## config.mk

```make
export PLATFORM = sky130hd
export DESIGN_NAME = wav_header_stream_parser_flat
export DESIGN_NICKNAME = d
export VERILOG_FILES = /design/src/rtl/wavp_pkg.sv /design/src/rtl/wavp_if.sv /design/src/rtl/wavp_core.sv /design/src/rtl/wavp_out_reg.sv /design/src/rtl/wav_header_stream_parser.sv /design/src/flat_wrapper.sv
export SDC_FILE = /design/constraint.sdc
export NUM_CORES = 1
export LEC_CHECK = 0
export BUFFER_PORTS_ARGS = -buffer_cell sky130_fd_sc_hd__clkbuf_2
export CORE_ASPECT_RATIO = 0.7
export CORE_UTILIZATION = 36
export CTS_CLUSTER_SIZE = 16
export DETAILED_ROUTE_END_ITERATION = 10
export GPL_TIMING_DRIVEN = 1
export PLACE_DENSITY_LB_ADDON = 0.1
export SYNTH_ARGS = -nofsm -noshare
export SYNTH_HDL_FRONTEND = slang
export SYNTH_HIERARCHICAL = 1
export SYNTH_SLANG_ARGS = --single-unit
export TNS_END_PERCENT = 1
```

## constraint.sdc

```tcl
create_clock -name clk -period 14.68 [get_ports clk]
set_clock_uncertainty 0.2 [all_clocks]
set_input_delay 2.936 -clock clk [delete_from_list [all_inputs] [get_ports clk]]
set_output_delay 2.936 -clock clk [all_outputs]
set_load 0.01 [all_outputs]
```

## src/rtl/wavp_pkg.sv

```systemverilog
// Shared types and constants for the WAV header stream parser.
`timescale 1ns / 1ps

package wavp_pkg;

  // Tags as they read little-endian from four stream bytes
  localparam logic [31:0] TAG_RIFF    = 32'h4646_4952;
  localparam logic [31:0] TAG_WAVE    = 32'h4556_4157;
  localparam logic [31:0] TAG_FMT     = 32'h2074_6D66;
  localparam logic [31:0] TAG_DATA    = 32'h6174_6164;
  localparam logic [31:0] FMT_LEN     = 32'd16;
  localparam logic [31:0] BASE_OFFSET = 32'd36;
  localparam logic [31:0] HDR_LEN     = 32'd8;

  localparam int unsigned FMT_BYTES = 16;

  typedef enum logic [3:0] {
    PH_RIFF  = 4'd0,
    PH_RSIZE = 4'd1,
    PH_WAVE  = 4'd2,
    PH_FMT   = 4'd3,
    PH_FLEN  = 4'd4,
    PH_FBODY = 4'd5,
    PH_ID    = 4'd6,
    PH_CSIZE = 4'd7,
    PH_SKIP  = 4'd8,
    PH_DSIZE = 4'd9,
    PH_DATA  = 4'd10,
    PH_WRONG = 4'd11,
    PH_EOF   = 4'd12,
    PH_DONE  = 4'd13
  } phase_t;

  typedef enum logic [2:0] {
    ST_PENDING = 3'd0,
    ST_IN_DATA = 3'd1,
    ST_WRONG   = 3'd2,
    ST_EOF     = 3'd3,
    ST_DONE    = 3'd4
  } status_t;

  typedef struct packed {
    status_t     status;
    logic        data_valid;
    logic [7:0]  data_byte;
    logic [31:0] riff_size;
    logic [15:0] audio_format;
    logic [15:0] num_channels;
    logic [31:0] sampling_rate;
    logic [31:0] byte_rate;
    logic [15:0] block_align;
    logic [15:0] sample_bits;
    logic [31:0] data_offset;
    logic [31:0] audio_len;
  } result_t;

endpackage

```

## src/rtl/wavp_if.sv

```systemverilog
// Stream interfaces for the parser: file bytes in, parse results out.
`timescale 1ns / 1ps

interface wavp_in_if;
  logic       valid;
  logic       ready;
  logic [7:0] byte_value;
  logic       stream_end;

  modport source (output valid, output byte_value, output stream_end, input ready);
  modport sink   (input valid, input byte_value, input stream_end, output ready);
endinterface

interface wavp_out_if;
  logic        valid;
  logic        ready;
  logic [2:0]  status;
  logic        data_valid;
  logic [7:0]  data_byte;
  logic [31:0] riff_size;
  logic [15:0] audio_format;
  logic [15:0] num_channels;
  logic [31:0] sampling_rate;
  logic [31:0] byte_rate;
  logic [15:0] block_align;
  logic [15:0] sample_bits;
  logic [31:0] data_offset;
  logic [31:0] audio_len;

  modport source (
    output valid, output status, output data_valid, output data_byte,
    output riff_size, output audio_format, output num_channels,
    output sampling_rate, output byte_rate, output block_align,
    output sample_bits, output data_offset, output audio_len,
    input ready
  );
  modport sink (
    input valid, input status, input data_valid, input data_byte,
    input riff_size, input audio_format, input num_channels,
    input sampling_rate, input byte_rate, input block_align,
    input sample_bits, input data_offset, input audio_len,
    output ready
  );
endinterface

```

## src/rtl/wavp_core.sv

```systemverilog
// Parser state and per-byte update logic; forms the result for each word.
`timescale 1ns / 1ps

module wavp_core (
  input  logic             clk,
  input  logic             rst,
  input  logic             accept,
  input  logic [7:0]       byte_value,
  input  logic             stream_end,
  output wavp_pkg::result_t result
);
  import wavp_pkg::*;

  phase_t      phase, phase_next;
  logic [3:0]  byte_count, byte_count_next;
  logic [23:0] word_shift, word_shift_next;
  logic [31:0] skip_remaining, skip_remaining_next;
  logic [31:0] data_remaining, data_remaining_next;
  logic [31:0] riff_size_reg, riff_size_reg_next;
  logic [31:0] data_offset_reg, data_offset_reg_next;
  logic [31:0] audio_len_reg, audio_len_reg_next;
  logic [7:0]  fmt_byte [FMT_BYTES];
  logic [7:0]  fmt_byte_next [FMT_BYTES];

  logic        fmt_we;
  logic        final_phase;
  logic [31:0] word;
  logic        out_valid;
  status_t     status;

  assign final_phase = (phase == PH_WRONG) || (phase == PH_EOF) || (phase == PH_DONE);
  // Word completed by this byte (earlier three bytes sit in word_shift)
  assign word = {byte_value, word_shift};

  // Next-state logic for one byte
  always_comb begin
    phase_next           = phase;
    byte_count_next      = byte_count;
    word_shift_next      = word_shift;
    skip_remaining_next  = skip_remaining;
    data_remaining_next  = data_remaining;
    riff_size_reg_next   = riff_size_reg;
    data_offset_reg_next = data_offset_reg;
    audio_len_reg_next   = audio_len_reg;
    fmt_we               = 1'b0;
    out_valid            = 1'b0;

    if (final_phase) begin
      // sticky: nothing changes
    end else if (stream_end) begin
      phase_next = ((phase == PH_ID) || (phase == PH_SKIP)) ? PH_WRONG : PH_EOF;
    end else begin
      unique case (phase)
        PH_FBODY: begin
          fmt_we = 1'b1;
          if (byte_count == 4'd15) begin
            byte_count_next = 4'd0;
            phase_next      = PH_ID;
          end else begin
            byte_count_next = byte_count + 4'd1;
          end
        end
        PH_SKIP: begin
          skip_remaining_next = skip_remaining - 32'd1;
          if (skip_remaining == 32'd1) begin
            phase_next = PH_ID;
          end
        end
        PH_DATA: begin
          out_valid           = 1'b1;
          data_remaining_next = data_remaining - 32'd1;
          if (data_remaining == 32'd1) begin
            phase_next = PH_DONE;
          end
        end
        default: begin
          // little-endian word assembly
          word_shift_next = word[31:8];
          if (byte_count[1:0] == 2'd3) begin
            byte_count_next = 4'd0;
            unique case (phase)
              PH_RIFF:  phase_next = (word == TAG_RIFF) ? PH_RSIZE : PH_WRONG;
              PH_RSIZE: begin
                riff_size_reg_next = word;
                phase_next         = PH_WAVE;
              end
              PH_WAVE:  phase_next = (word == TAG_WAVE) ? PH_FMT : PH_WRONG;
              PH_FMT:   phase_next = (word == TAG_FMT) ? PH_FLEN : PH_WRONG;
              PH_FLEN:  phase_next = (word == FMT_LEN) ? PH_FBODY : PH_WRONG;
              PH_ID: begin
                if (word == TAG_DATA) begin
                  data_offset_reg_next = data_offset_reg + HDR_LEN;
                  phase_next           = PH_DSIZE;
                end else begin
                  phase_next = PH_CSIZE;
                end
              end
              PH_CSIZE: begin
                data_offset_reg_next = data_offset_reg + HDR_LEN + word;
                skip_remaining_next  = word;
                phase_next           = (word != 32'd0) ? PH_SKIP : PH_ID;
              end
              default: begin
                audio_len_reg_next  = word;
                data_remaining_next = word;
                phase_next          = (word != 32'd0) ? PH_DATA : PH_DONE;
              end
            endcase
          end else begin
            byte_count_next = {2'b00, byte_count[1:0] + 2'd1};
          end
        end
      endcase
    end
  end

  // fmt body byte lanes
  always_comb begin
    for (int i = 0; i < FMT_BYTES; i++) begin
      fmt_byte_next[i] = (fmt_we && (byte_count == i[3:0])) ? byte_value : fmt_byte[i];
    end
  end

  // Status from the updated phase
  always_comb begin
    unique case (phase_next)
      PH_DATA:  status = ST_IN_DATA;
      PH_WRONG: status = ST_WRONG;
      PH_EOF:   status = ST_EOF;
      PH_DONE:  status = ST_DONE;
      default:  status = ST_PENDING;
    endcase
  end

  // Result word for this byte
  always_comb begin
    result.status          = status;
    result.data_valid      = out_valid;
    result.data_byte       = out_valid ? byte_value : 8'd0;
    result.riff_size       = riff_size_reg_next;
    result.audio_format    = {fmt_byte_next[1], fmt_byte_next[0]};
    result.num_channels    = {fmt_byte_next[3], fmt_byte_next[2]};
    result.sampling_rate   = {fmt_byte_next[7], fmt_byte_next[6],
                              fmt_byte_next[5], fmt_byte_next[4]};
    result.byte_rate       = {fmt_byte_next[11], fmt_byte_next[10],
                              fmt_byte_next[9], fmt_byte_next[8]};
    result.block_align     = {fmt_byte_next[13], fmt_byte_next[12]};
    result.sample_bits     = {fmt_byte_next[15], fmt_byte_next[14]};
    result.data_offset     = data_offset_reg_next;
    result.audio_len       = audio_len_reg_next;
  end

  // State registers, updated on each accepted word
  always_ff @(posedge clk) begin
    if (rst) begin
      phase           <= PH_RIFF;
      byte_count      <= 4'd0;
      word_shift      <= 24'd0;
      skip_remaining  <= 32'd0;
      data_remaining  <= 32'd0;
      riff_size_reg   <= 32'd0;
      data_offset_reg <= BASE_OFFSET;
      audio_len_reg   <= 32'd0;
      for (int i = 0; i < FMT_BYTES; i++) begin
        fmt_byte[i] <= 8'd0;
      end
    end else if (accept) begin
      phase           <= phase_next;
      byte_count      <= byte_count_next;
      word_shift      <= word_shift_next;
      skip_remaining  <= skip_remaining_next;
      data_remaining  <= data_remaining_next;
      riff_size_reg   <= riff_size_reg_next;
      data_offset_reg <= data_offset_reg_next;
      audio_len_reg   <= audio_len_reg_next;
      for (int i = 0; i < FMT_BYTES; i++) begin
        fmt_byte[i] <= fmt_byte_next[i];
      end
    end
  end

endmodule

```

## src/rtl/wavp_out_reg.sv

```systemverilog
// Output register holding one result word until the receiver takes it.
`timescale 1ns / 1ps

module wavp_out_reg (
  input  logic              clk,
  input  logic              rst,
  input  logic              load,
  input  wavp_pkg::result_t load_data,
  input  logic              take,
  output logic              valid,
  output logic              can_load,
  output wavp_pkg::result_t data
);
  import wavp_pkg::*;

  // Room for a new word when empty or when the held word leaves now
  assign can_load = !valid || take;

  // Valid flag
  always_ff @(posedge clk) begin
    if (rst) begin
      valid <= 1'b0;
    end else if (load) begin
      valid <= 1'b1;
    end else if (take) begin
      valid <= 1'b0;
    end
  end

  // Payload
  always_ff @(posedge clk) begin
    if (load) begin
      data <= load_data;
    end
  end

endmodule

```

## src/rtl/wav_header_stream_parser.sv

```systemverilog
// WAV header stream parser: top level.
//
// Takes a WAV file one byte per word on file_bytes and returns exactly one
// result word on parse_result for each byte taken. A word with stream_end
// set marks the end of the stream; its byte is ignored.
// Each result carries the parse status, the audio byte passed through while
// in the data chunk, and the header fields captured so far.
// Latency: a result is valid on parse_result the cycle after its byte is
// taken. Throughput: one byte per cycle unless stalled; the output register
// is the only stage, and the byte state updates in that single step.
// Stall: while a result waits on parse_result with ready low, the input is
// still taken in the cycle that the waiting result leaves; otherwise
// file_bytes.ready stays low.
// Reset: rst (synchronous) returns the parser to expecting the RIFF tag,
// clears captured fields, sets the data offset to 36 and drops any pending
// result. Wrong format, early end and data finished are sticky until reset.
`timescale 1ns / 1ps

module wav_header_stream_parser (
  input  logic              clk,
  input  logic              rst,
  wavp_in_if.sink           file_bytes,
  wavp_out_if.source        parse_result
);
  import wavp_pkg::*;

  logic    accept;
  logic    can_load;
  logic    res_valid;
  result_t core_result;
  result_t res;

  assign file_bytes.ready = can_load;
  assign accept           = file_bytes.valid && can_load;

  wavp_core u_core (
    .clk        (clk),
    .rst        (rst),
    .accept     (accept),
    .byte_value (file_bytes.byte_value),
    .stream_end (file_bytes.stream_end),
    .result     (core_result)
  );

  wavp_out_reg u_out (
    .clk       (clk),
    .rst       (rst),
    .load      (accept),
    .load_data (core_result),
    .take      (parse_result.ready),
    .valid     (res_valid),
    .can_load  (can_load),
    .data      (res)
  );

  // Result port
  assign parse_result.valid           = res_valid;
  assign parse_result.status          = res.status;
  assign parse_result.data_valid      = res.data_valid;
  assign parse_result.data_byte       = res.data_byte;
  assign parse_result.riff_size       = res.riff_size;
  assign parse_result.audio_format    = res.audio_format;
  assign parse_result.num_channels    = res.num_channels;
  assign parse_result.sampling_rate   = res.sampling_rate;
  assign parse_result.byte_rate       = res.byte_rate;
  assign parse_result.block_align     = res.block_align;
  assign parse_result.sample_bits     = res.sample_bits;
  assign parse_result.data_offset     = res.data_offset;
  assign parse_result.audio_len       = res.audio_len;

endmodule

```

## src/flat_wrapper.sv

```systemverilog
// flat-port wrapper written by rule: the top's interface ports become plain ports
module wav_header_stream_parser_flat import wavp_pkg::*;
  (clk, rst, file_bytes_valid, file_bytes_byte_value, file_bytes_stream_end, file_bytes_ready, parse_result_valid, parse_result_status, parse_result_data_valid, parse_result_data_byte, parse_result_riff_size, parse_result_audio_format, parse_result_num_channels, parse_result_sampling_rate, parse_result_byte_rate, parse_result_block_align, parse_result_sample_bits, parse_result_data_offset, parse_result_audio_len, parse_result_ready);
  wavp_in_if file_bytes_i ();
  wavp_out_if parse_result_i ();
  input  logic clk;
  input  logic rst;
  input wire logic [$bits(file_bytes_i.valid)-1:0] file_bytes_valid;
  input wire logic [$bits(file_bytes_i.byte_value)-1:0] file_bytes_byte_value;
  input wire logic [$bits(file_bytes_i.stream_end)-1:0] file_bytes_stream_end;
  output wire logic [$bits(file_bytes_i.ready)-1:0] file_bytes_ready;
  output wire logic [$bits(parse_result_i.valid)-1:0] parse_result_valid;
  output wire logic [$bits(parse_result_i.status)-1:0] parse_result_status;
  output wire logic [$bits(parse_result_i.data_valid)-1:0] parse_result_data_valid;
  output wire logic [$bits(parse_result_i.data_byte)-1:0] parse_result_data_byte;
  output wire logic [$bits(parse_result_i.riff_size)-1:0] parse_result_riff_size;
  output wire logic [$bits(parse_result_i.audio_format)-1:0] parse_result_audio_format;
  output wire logic [$bits(parse_result_i.num_channels)-1:0] parse_result_num_channels;
  output wire logic [$bits(parse_result_i.sampling_rate)-1:0] parse_result_sampling_rate;
  output wire logic [$bits(parse_result_i.byte_rate)-1:0] parse_result_byte_rate;
  output wire logic [$bits(parse_result_i.block_align)-1:0] parse_result_block_align;
  output wire logic [$bits(parse_result_i.sample_bits)-1:0] parse_result_sample_bits;
  output wire logic [$bits(parse_result_i.data_offset)-1:0] parse_result_data_offset;
  output wire logic [$bits(parse_result_i.audio_len)-1:0] parse_result_audio_len;
  input wire logic [$bits(parse_result_i.ready)-1:0] parse_result_ready;
  assign file_bytes_i.valid = file_bytes_valid;
  assign file_bytes_i.byte_value = file_bytes_byte_value;
  assign file_bytes_i.stream_end = file_bytes_stream_end;
  assign file_bytes_ready = file_bytes_i.ready;
  assign parse_result_valid = parse_result_i.valid;
  assign parse_result_status = parse_result_i.status;
  assign parse_result_data_valid = parse_result_i.data_valid;
  assign parse_result_data_byte = parse_result_i.data_byte;
  assign parse_result_riff_size = parse_result_i.riff_size;
  assign parse_result_audio_format = parse_result_i.audio_format;
  assign parse_result_num_channels = parse_result_i.num_channels;
  assign parse_result_sampling_rate = parse_result_i.sampling_rate;
  assign parse_result_byte_rate = parse_result_i.byte_rate;
  assign parse_result_block_align = parse_result_i.block_align;
  assign parse_result_sample_bits = parse_result_i.sample_bits;
  assign parse_result_data_offset = parse_result_i.data_offset;
  assign parse_result_audio_len = parse_result_i.audio_len;
  assign parse_result_i.ready = parse_result_ready;
  wav_header_stream_parser u_core (.clk(clk), .rst(rst), .file_bytes(file_bytes_i), .parse_result(parse_result_i));
endmodule
```

* Word-level counts from Yosys, hierarchy flattened
Memory sizes are Yosys's and may differ from the RTL's.
Cells that the tools add are included.
** Operators by class
- Add/sub/neg operators :: 6
- Equality and inequality tests :: 40
- Muxes and demuxes :: 87
- Bitwise operators :: 22
- Reductions and logical operators :: 38
** Operators with widths (number)
- $mux W32 :: 19
- $mux W8 :: 32
- $pmux W32 S2 :: 3
- $eq A32 B31 Y1 const B :: 3
- $eq A4 B4 Y1 const B :: 17
- $eq A32 B1 Y1 const B :: 2
- $sub A32 B1 Y32 const B :: 2
- $mux W4 :: 13
- $add A32 B32 Y32 :: 1
- $add A32 B4 Y32 const B :: 1
- $eq A32 B30 Y1 const B :: 1
- $eq A32 B5 Y1 const B :: 1
- $eq A4 B3 Y1 const B :: 8
- $reduce_bool A32 Y1 :: 1
- $pmux W4 S7 :: 1
- $logic_and A1 B1 Y1 :: 17
- $eq A4 B2 Y1 const B :: 4
- $or A1 B1 Y1 :: 16
- $mux W1 :: 13
- $pmux W3 S4 :: 1
- $pmux W4 S3 :: 1
- $reduce_and A6 Y1 :: 2
- $eq A4 B1 Y1 const B :: 2
- $logic_not A4 Y1 :: 2
- 15 further kinds :: 30
** Word-level totals
- Register bits :: 429
- Bits in writable memories :: 128
- Output and inout bits :: 238
- Memories :: 1
** Memory list
- u_core.u_core.fmt_byte :: words 16, bits a word 8, read ports 16, clocked after memory_dff 0, write ports 16, RTL line wavp_core.sv:22 : logic [7:0] fmt_byte [FMT_BYTES];

* Longest topological paths before layout
Gate-level depths: netlist of the first run.
- Word-level depth :: 9
- Depth in mapped cells :: 17
- Mapped depth without buffers :: 16

* Cells and area by module
The synthesis of the first run kept the hierarchy.
** By module, submodules not included
- wavp_core :: instances 1, cells each 2225, area an instance 19393.6 sq um
- wavp_out_reg :: instances 1, cells each 240, area an instance 7133.1 sq um
- wav_header_stream_parser :: instances 1, cells each 1, area an instance 6.3 sq um

* Worst setup path before layout of the first run
OpenSTA, ideal clock, no wires.
- Path kind :: input -> register
- From :: input port parse_result_ready
- To :: memory u_core.u_core.fmt_byte[0][0] (enable)
- Setup time :: 0.492 ns
- Arrival time :: 12.133 ns
- Slack :: 1.855 ns
- Stages :: 7
- Path buffers :: 3
- Cells stage by stage :: nand2b_4 > and2_1 > clkbuf_1 > inv_1 > clkbuf_1 > buf_1 > nand2_1
** RTL lines
- from (decl) :: RTL line flat_wrapper.sv:25 : input wire logic [$bits(parse_result_i.ready)-1:0] parse_result_ready;
- to (decl) :: RTL line wavp_core.sv:22

==> flow_summary.json, run 1 <==
{
  "synth_top_family_by_area": "simple AND/OR/NAND/NOR gates",
  "yosysSeqAreaShare": 0.558,
  "ys.flop_type": "edfxtp_1",
  "grt_max_degree": 85,
  "yosys.cell_count.top_type": "edfxtp_1",
  "startpoint": "parse_result_ready",
  "core_mm2": 0.0722,
  "area_delta_synth_final_pct": 15.9,
  "vdd_drop_max_v": 0.0000835,
  "routed_wl_um": 82900,
  "start_util": 0.367,
  "core.rowCount": 82,
  "final_cells": 3693,
  "synth_cell_type_count": 81,
  "slew_violations": 0,
  "gp_congestion": 0.930,
  "grt_pass1_vias": 18900,
  "fin_crit_sh": 0.446,
  "num_vias": 20400,
  "wl_per_cell_um": 22.5,
  "h-tree-depth": 2,
  "synth_compound_area_frac": 0.110,
  "worstSkewPairLatency_ps": 650,
  "synth_top_cell_by_area": "edfxtp_1",
  "synthTopCellsByArea": "edfxtp_1 41%, dfxtp_1 15%, mux2_2 8.1%",
  "synth_common_cells": "364 x edfxtp_1, 288 x nor2_1, 200 x nand2_1",
  "power_density_mw_per_mm2": 118,
  "r2r_setup_slack_ps": 9290,
  "setup_viol": 0,
  "largest_register": "u_core/u_out/data",
  "die_h_um": 229,
  "hold_ws_ps": 273,
  "top_regs": "u_core/u_out/data x236, u_core/u_core/fmt_byte x128",
  "worstSetupPathType": "input port to register",
  "cts_buffers": 57,
  "min_path_cells": 2,
  "dr.first_iter.drc_count": 2054,
  "finalHoldViolations": 0,
  "cts_resized": 0,
  "drive_gt1_frac": 0.227,
  "status": "finished clean",
  "holdBufCountCts": 0,
  "leakagePower_nw": 11.9,
  "hold_class": "register to register",
  "endpoint": "u_core/u_core/fmt_byte[1][5]",
  "grt_usage": 0.215,
  "required_ps": 14980,
  "r2r_end": "u_core/u_out/data[62]",
  "cts_setup_buffers": 0,
  "p_total_mw": 3.64,
  "synthesis.area_mm2": 0.0265,
  "netlist_instances": 2466,
  "drc": 0,
  "cts_tree": "built",
  "fin_tns_setup_ps": 0,
  "hpwl_um": 53800,
  "muxShareOfSynthArea": 0.0970,
  "ys_warn_count": 6,
  "largest_reg_flops": 236,
  "async_flop_share": 0,
  "grt.overflow.total": 0,
  "slew_headroom": 0.253,
  "fin_crit_ps": 6550,
  "synth_edf_count": 364,
  "crit_fanout": 80,
  "synthAdderAreaFrac": 0.0206,
  "grt_pass1_wl_um": 123000,
  "route.detailed.vias_per_inst": 5.52,
  "ys_ff_latch": 557,
  "die_width_um": 326,
  "clock_path_buffers": 3,
  "io_pins": 251,
  "clkTransAtPathRegs_ps": 60,
  "syn-num-nets": 2522,
  "synth-simple-area-share": 0.169,
  "avgSynthCellArea_um2": 10.8,
  "start_kind": "input port",
  "dp.cells": 3584,
  "cts_sinks": 557,
  "tightest_slew_ps": 1120,
  "cp_data_arrival_time_ps": 6840,
  "drv_cap": 0,
  "antenna_found_initial": 4,
  "synth_top_area_share": 0.412,
  "worstSetupEndpointType": "register",
  "ant_nets": 0,
  "port_buffers": 250,
  "rr_startpoint": "u_core/u_core/data_offset_reg[3]",
  "synth_xor_area_frac": 0.0175,
  "firstDrtPassIters": 7,
  "die-area_mm2": 0.0748,
  "cts-root-buf": "clkbuf_16",
  "rsz0062_at_grt": "no",
  "reg2reg_depth": 15,
  "timing.fmax_ghz": 0.153,
  "fin_nets": 2733
}
==> cell families (layout without fill, tap and decap cells) <==
kind of cell             Yosys count  after routing
AND/OR/NAND/NOR                  921            921
flip-flops                       557            557
AO/OA/AOI/OAI                    467            467
multiplexers                     233            233
buffers and inverters            192            452
XOR/XNOR                          53             53
adder cells (fa/ha/maj)           43             43
other                              0              1
==> critical path, stage by stage <==
cell	delay, ps
clkbuf_2	80
nand2b_4	120
and2_4	600
buf_4	650
buf_4	760
buf_4	840
nand2_2	50
buf_4	400
nor2b_1	240
==> layout by cell type, fill, tap and decap left out, types with 33 or more instances in the layout <==
master / n
nor2b_1: 95
buf_4: 58
clkbuf_2: 249
nor3_1: 72
nor2_1: 285
mux2i_1: 41
edfxtp_1: 364
o21ai_0: 113
nand3_1: 68
mux2_2: 192
inv_1: 34
dfxtp_1: 193
xnor2_1: 34
and2_1: 58
a211oi_1: 33
a21oi_1: 151
ha_1: 42
nand2_1: 198
clkbuf_16: 57
==> metrics by stage <==
step           utilization  cell area (µm²)  setup WS [ps]
6_report             0.426            30800           8130
5_1_grt              0.426            30700           7790
4_1_cts              0.426            30700           8100
3_5_place_dp         0.400            28900           7390
3_3_place_gp         0.400            28900           7500
2_1_floorplan            -            26500           1860
==> how the worst min path moves through the flow <==
stage / from / end / slack, ps
after global placement: u_core/u_core/skip_remaining[1] / u_core/u_core/skip_remaining[1] / 260
after detailed placement: u_core/u_core/skip_remaining[1] / u_core/u_core/skip_remaining[1] / 270
after global routing: u_core/u_core/riff_size_reg[13] / u_core/u_core/riff_size_reg[13] / 290
after floorplan: u_core/u_core/skip_remaining[1] / u_core/u_core/skip_remaining[1] / 250
final: u_core/u_core/skip_remaining[1] / u_core/u_core/skip_remaining[1] / 270
after CTS: u_core/u_core/skip_remaining[1] / u_core/u_core/skip_remaining[1] / 280
==> power by group <==
group | switching, mW | internal (mW) | leakage, nW
combinational | 0.234 | 0.125 | 5.68
sequential | 0.0391 | 1.77 | 5.34
clock | 0.648 | 0.821 | 0.893
==> layer usage <==
metal / vias up / global-route usage / part of all wire
met4: 2 / 0.0488 / 0.017
met2: 598 / 0.314 / 0.43
li1: 9439 / - / -
met1: 10200 / 0.327 / 0.49
met3: 102 / 0.0396 / 0.061
met5: - / 0 / 0.00016
==> cell type report <==
type	count	area, µm²
Antenna cell	1	2.50
Clock buffer	73	1510
Clock inverter	35	369
Fill cell	6930	41500
Inverter	36	135
Multi-Input combinational cell	1717	11000
Sequential cell	557	14800
Tap cell	966	1210
Timing Repair Buffer	308	1690
Note: power is estimated with default switching activity, not from simulation.
==> run 2, diff against run 1 <==
--- a/config.mk
+++ b/config.mk
@@ -5,6 +5,7 @@
 export SDC_FILE = /design/constraint.sdc
 export NUM_CORES = 1
 export LEC_CHECK = 0
+export ABC_AREA = 1
 export BUFFER_PORTS_ARGS = -buffer_cell sky130_fd_sc_hd__clkbuf_2
 export CORE_ASPECT_RATIO = 0.7
 export CORE_UTILIZATION = 36
==> constraint.sdc (replaced) <==
create_clock -name clk -period 5.9 [get_ports clk]
set_clock_uncertainty 0.2 [all_clocks]
set_input_delay 1.18 -clock clk [delete_from_list [all_inputs] [get_ports clk]]
set_output_delay 1.18 -clock clk [all_outputs]
set_load 0.01 [all_outputs]
==> run 2 against run 1 <==
Effect of this change: largest cell class unchanged; worst setup slack got worse by 6300 ps; global-route usage grew 0.58 points; combinational power grew 140%; largest power group unchanged; clock power increased to 2.6 times the previous value.
==> flow_summary.json, run 2 <==
{
  "avgSynthCellArea_um2": 8.23,
  "start_util": 0.365,
  "fin_tns_setup_ps": 0,
  "p_total_mw": 9.21,
  "dp_worst_setup_slack_ps": 1650,
  "grt_usage": 0.221,
  "grt_max_degree": 146,
  "netlist_instances": 3349,
  "tightest_slew_ps": 1180,
  "power_density_mw_per_mm2": 289,
  "syn-num-nets": 3405,
  "ys.flop_type": "edfxtp_1",
  "swShare": 0.257,
  "clock_path_buffers": 3,
  "clkTransAtPathRegs_ps": 70,
  "rsz0062_at_grt": "no",
  "ant_nets": 0,
  "drc": 0,
  "cts_setup_buffers": 0,
  "die_h_um": 234,
  "route.detailed.vias_per_inst": 4.96,
  "num_vias": 22800,
  "final_cells": 4603,
  "synth_top_area_share": 0.396,
  "start_kind": "register",
  "required_ps": 6080,
  "crit_fanout": 6,
  "combPwrFrac": 0.094,
  "synth_common_cells": "814 x nand2_1, 514 x inv_1, 364 x edfxtp_1",
  "fin_nets": 3618,
  "core_mm2": 0.0755,
  "synth_top_cell_by_area": "edfxtp_1",
  "port_buffers": 250,
  "core.rowCount": 84,
  "drv_cap": 0,
  "cts_sinks": 557,
  "dp.cells": 4491,
  "yosys.cell_count.top_type": "nand2_1",
  "slew_headroom": 0.213,
  "cp_data_arrival_time_ps": 4270,
  "fin_ws_ps": 1820,
  "io_pins": 251,
  "yosysSeqAreaShare": 0.537,
  "status": "finished clean",
  "hold_class": "register to register",
  "setup_viol": 0,
  "wl_per_cell_um": 18.8,
  "cts_tree": "built",
  "drive_gt1_frac": 0.116,
  "holdBufCountCts": 0,
  "fin_crit_sh": 0.692,
  "finalHoldViolations": 0,
  "min_path_cells": 2,
  "cts_resized": 0,
  "grt_pass1_wl_um": 131000,
  "grt.overflow.total": 0,
  "largest_reg_flops": 236,
  "die_width_um": 333,
  "timing.fmax_ghz": 0.245,
  "reg2reg_depth": 18,
  "p_seq_frac": 0.489,
  "layout_common_cells": "811 x nand2_1, 511 x inv_1, 364 x edfxtp_1, 319 x nor2_1, 249 x clkbuf_2",
  "hpwl_um": 59700,
  "dr.first_iter.drc_count": 2058,
  "routed_wl_um": 86700,
  "area_delta_synth_final_pct": 15.6,
  "firstDrtPassIters": 7,
  "ys_ff_latch": 557,
  "fin_crit_ps": 4080,
  "grt_pass1_vias": 21400,
  "worstSetupPathType": "register to register",
  "largest_register": "u_core/u_out/data",
  "async_flop_share": 0,
  "synthesis.area_mm2": 0.0276,
  "slew_violations": 0,
  "antenna_found_initial": 3,
  "die-area_mm2": 0.0777,
  "worstSetupEndpointType": "register",
  "synth_cell_type_count": 52,
  "top_regs": "u_core/u_out/data x236, u_core/u_core/fmt_byte x128",
  "power.net_switching_mw": 2.37,
  "mostFrequentLayoutCell": "nand2_1",
  "p_int_mw": 6.84,
  "fin_util": 0.422,
  "cts-root-buf": "clkbuf_16",
  "worstSkewPairLatency_ps": 660,
  "h-tree-depth": 2,
  "gp_congestion": 0.926,
  "vdd_drop_max_v": 0.000243,
  "synthTopCellsByArea": "edfxtp_1 40%, dfxtp_1 14%, nand2_1 11%",
  "clock_power_share": 0.417,
  "synth_edf_count": 364,
  "cts_buffers": 58,
  "ys_warn_count": 6,
  "leakagePower_nw": 14.8
}
==> run 2: cells by family (layout without fill, tap and decap cells) <==
family          after synthesis  after routing  synth area share
xor+xnor                     60             60            0.0191
fa+ha+maj                    43             43            0.0198
flops                       557            557             0.537
simple gates               1358           1358             0.202
buf+inv                     655            918            0.0905
other cells                   0              2                 0
compound gates              676            676             0.132
==> run 2: metal layers <==
layer,track usage,vias up,routed length (µm)
met5,0,-,0
met4,0.0500,0,1470
met3,0.0391,87,5870
met2,0.316,674,35700
met1,0.341,10600,43700
li1,-,11400,-
==> run 2: cell type report <==
cell class              count  area [µm²]
clock inverters            26         339
fillers                  7684       43600
diodes                      2        5.00
clock buffers              84        1650
well taps                 989        1240
repair buffers            278        1510
flip-flops and latches    557       14800
inverters                 530        2020
multi-input cells        2137       10300
==> run 2: final timing paths <==
path	startpoint	endpoint	slack (ps)
setup / recovery	u_core/u_core/data_offset_reg[3]	u_core/u_out/data[54]	1820
hold / removal	u_core/u_core/skip_remaining[5]	u_core/u_core/skip_remaining[5]	280
setup reg to reg	u_core/u_core/data_offset_reg[3]	u_core/u_out/data[54]	1820
hold reg to reg	u_core/u_core/skip_remaining[5]	u_core/u_core/skip_remaining[5]	280
==> run 2: power by group through the flow <==
| stage | Clock, mW | Sequential (mW) | Combinational (mW) |
|---|---|---|---|
| 6_report | 3.84 | 4.51 | 0.864 |
| 3_3_place_gp | 0 | 4.59 | 0.868 |
| 3_5_place_dp | 0 | 4.59 | 0.865 |
| 2_1_floorplan | 0 | 4.59 | 0.491 |
| 5_1_grt | 4.11 | 4.52 | 0.968 |
| 4_1_cts | 3.96 | 4.51 | 0.869 |
==> run 2: worst max-delay path, cell delays in order (launching register included) <==
cell	delay [ps]
dfxtp_1	380
ha_1	180
nand2_1	50
inv_1	100
nand3_1	140
nor2_1	190
nand2_1	80
nor2_1	290
xor2_1	230
inv_1	80
ha_1	360
a21oi_1	240
o21a_1	210
nor2_1	50
nor2_1	120
nand3_1	100
o21ai_0	470
nand3_1	170
and2_1	180
==> run 2: metrics by stage <==
step / instance area (µm²) / hold slack (ps)
6_report: 31900 / 277
3_3_place_gp: 29900 / 256
3_5_place_dp: 29900 / 266
2_1_floorplan: 27600 / 243
5_1_grt: 31900 / 296
4_1_cts: 31900 / 275
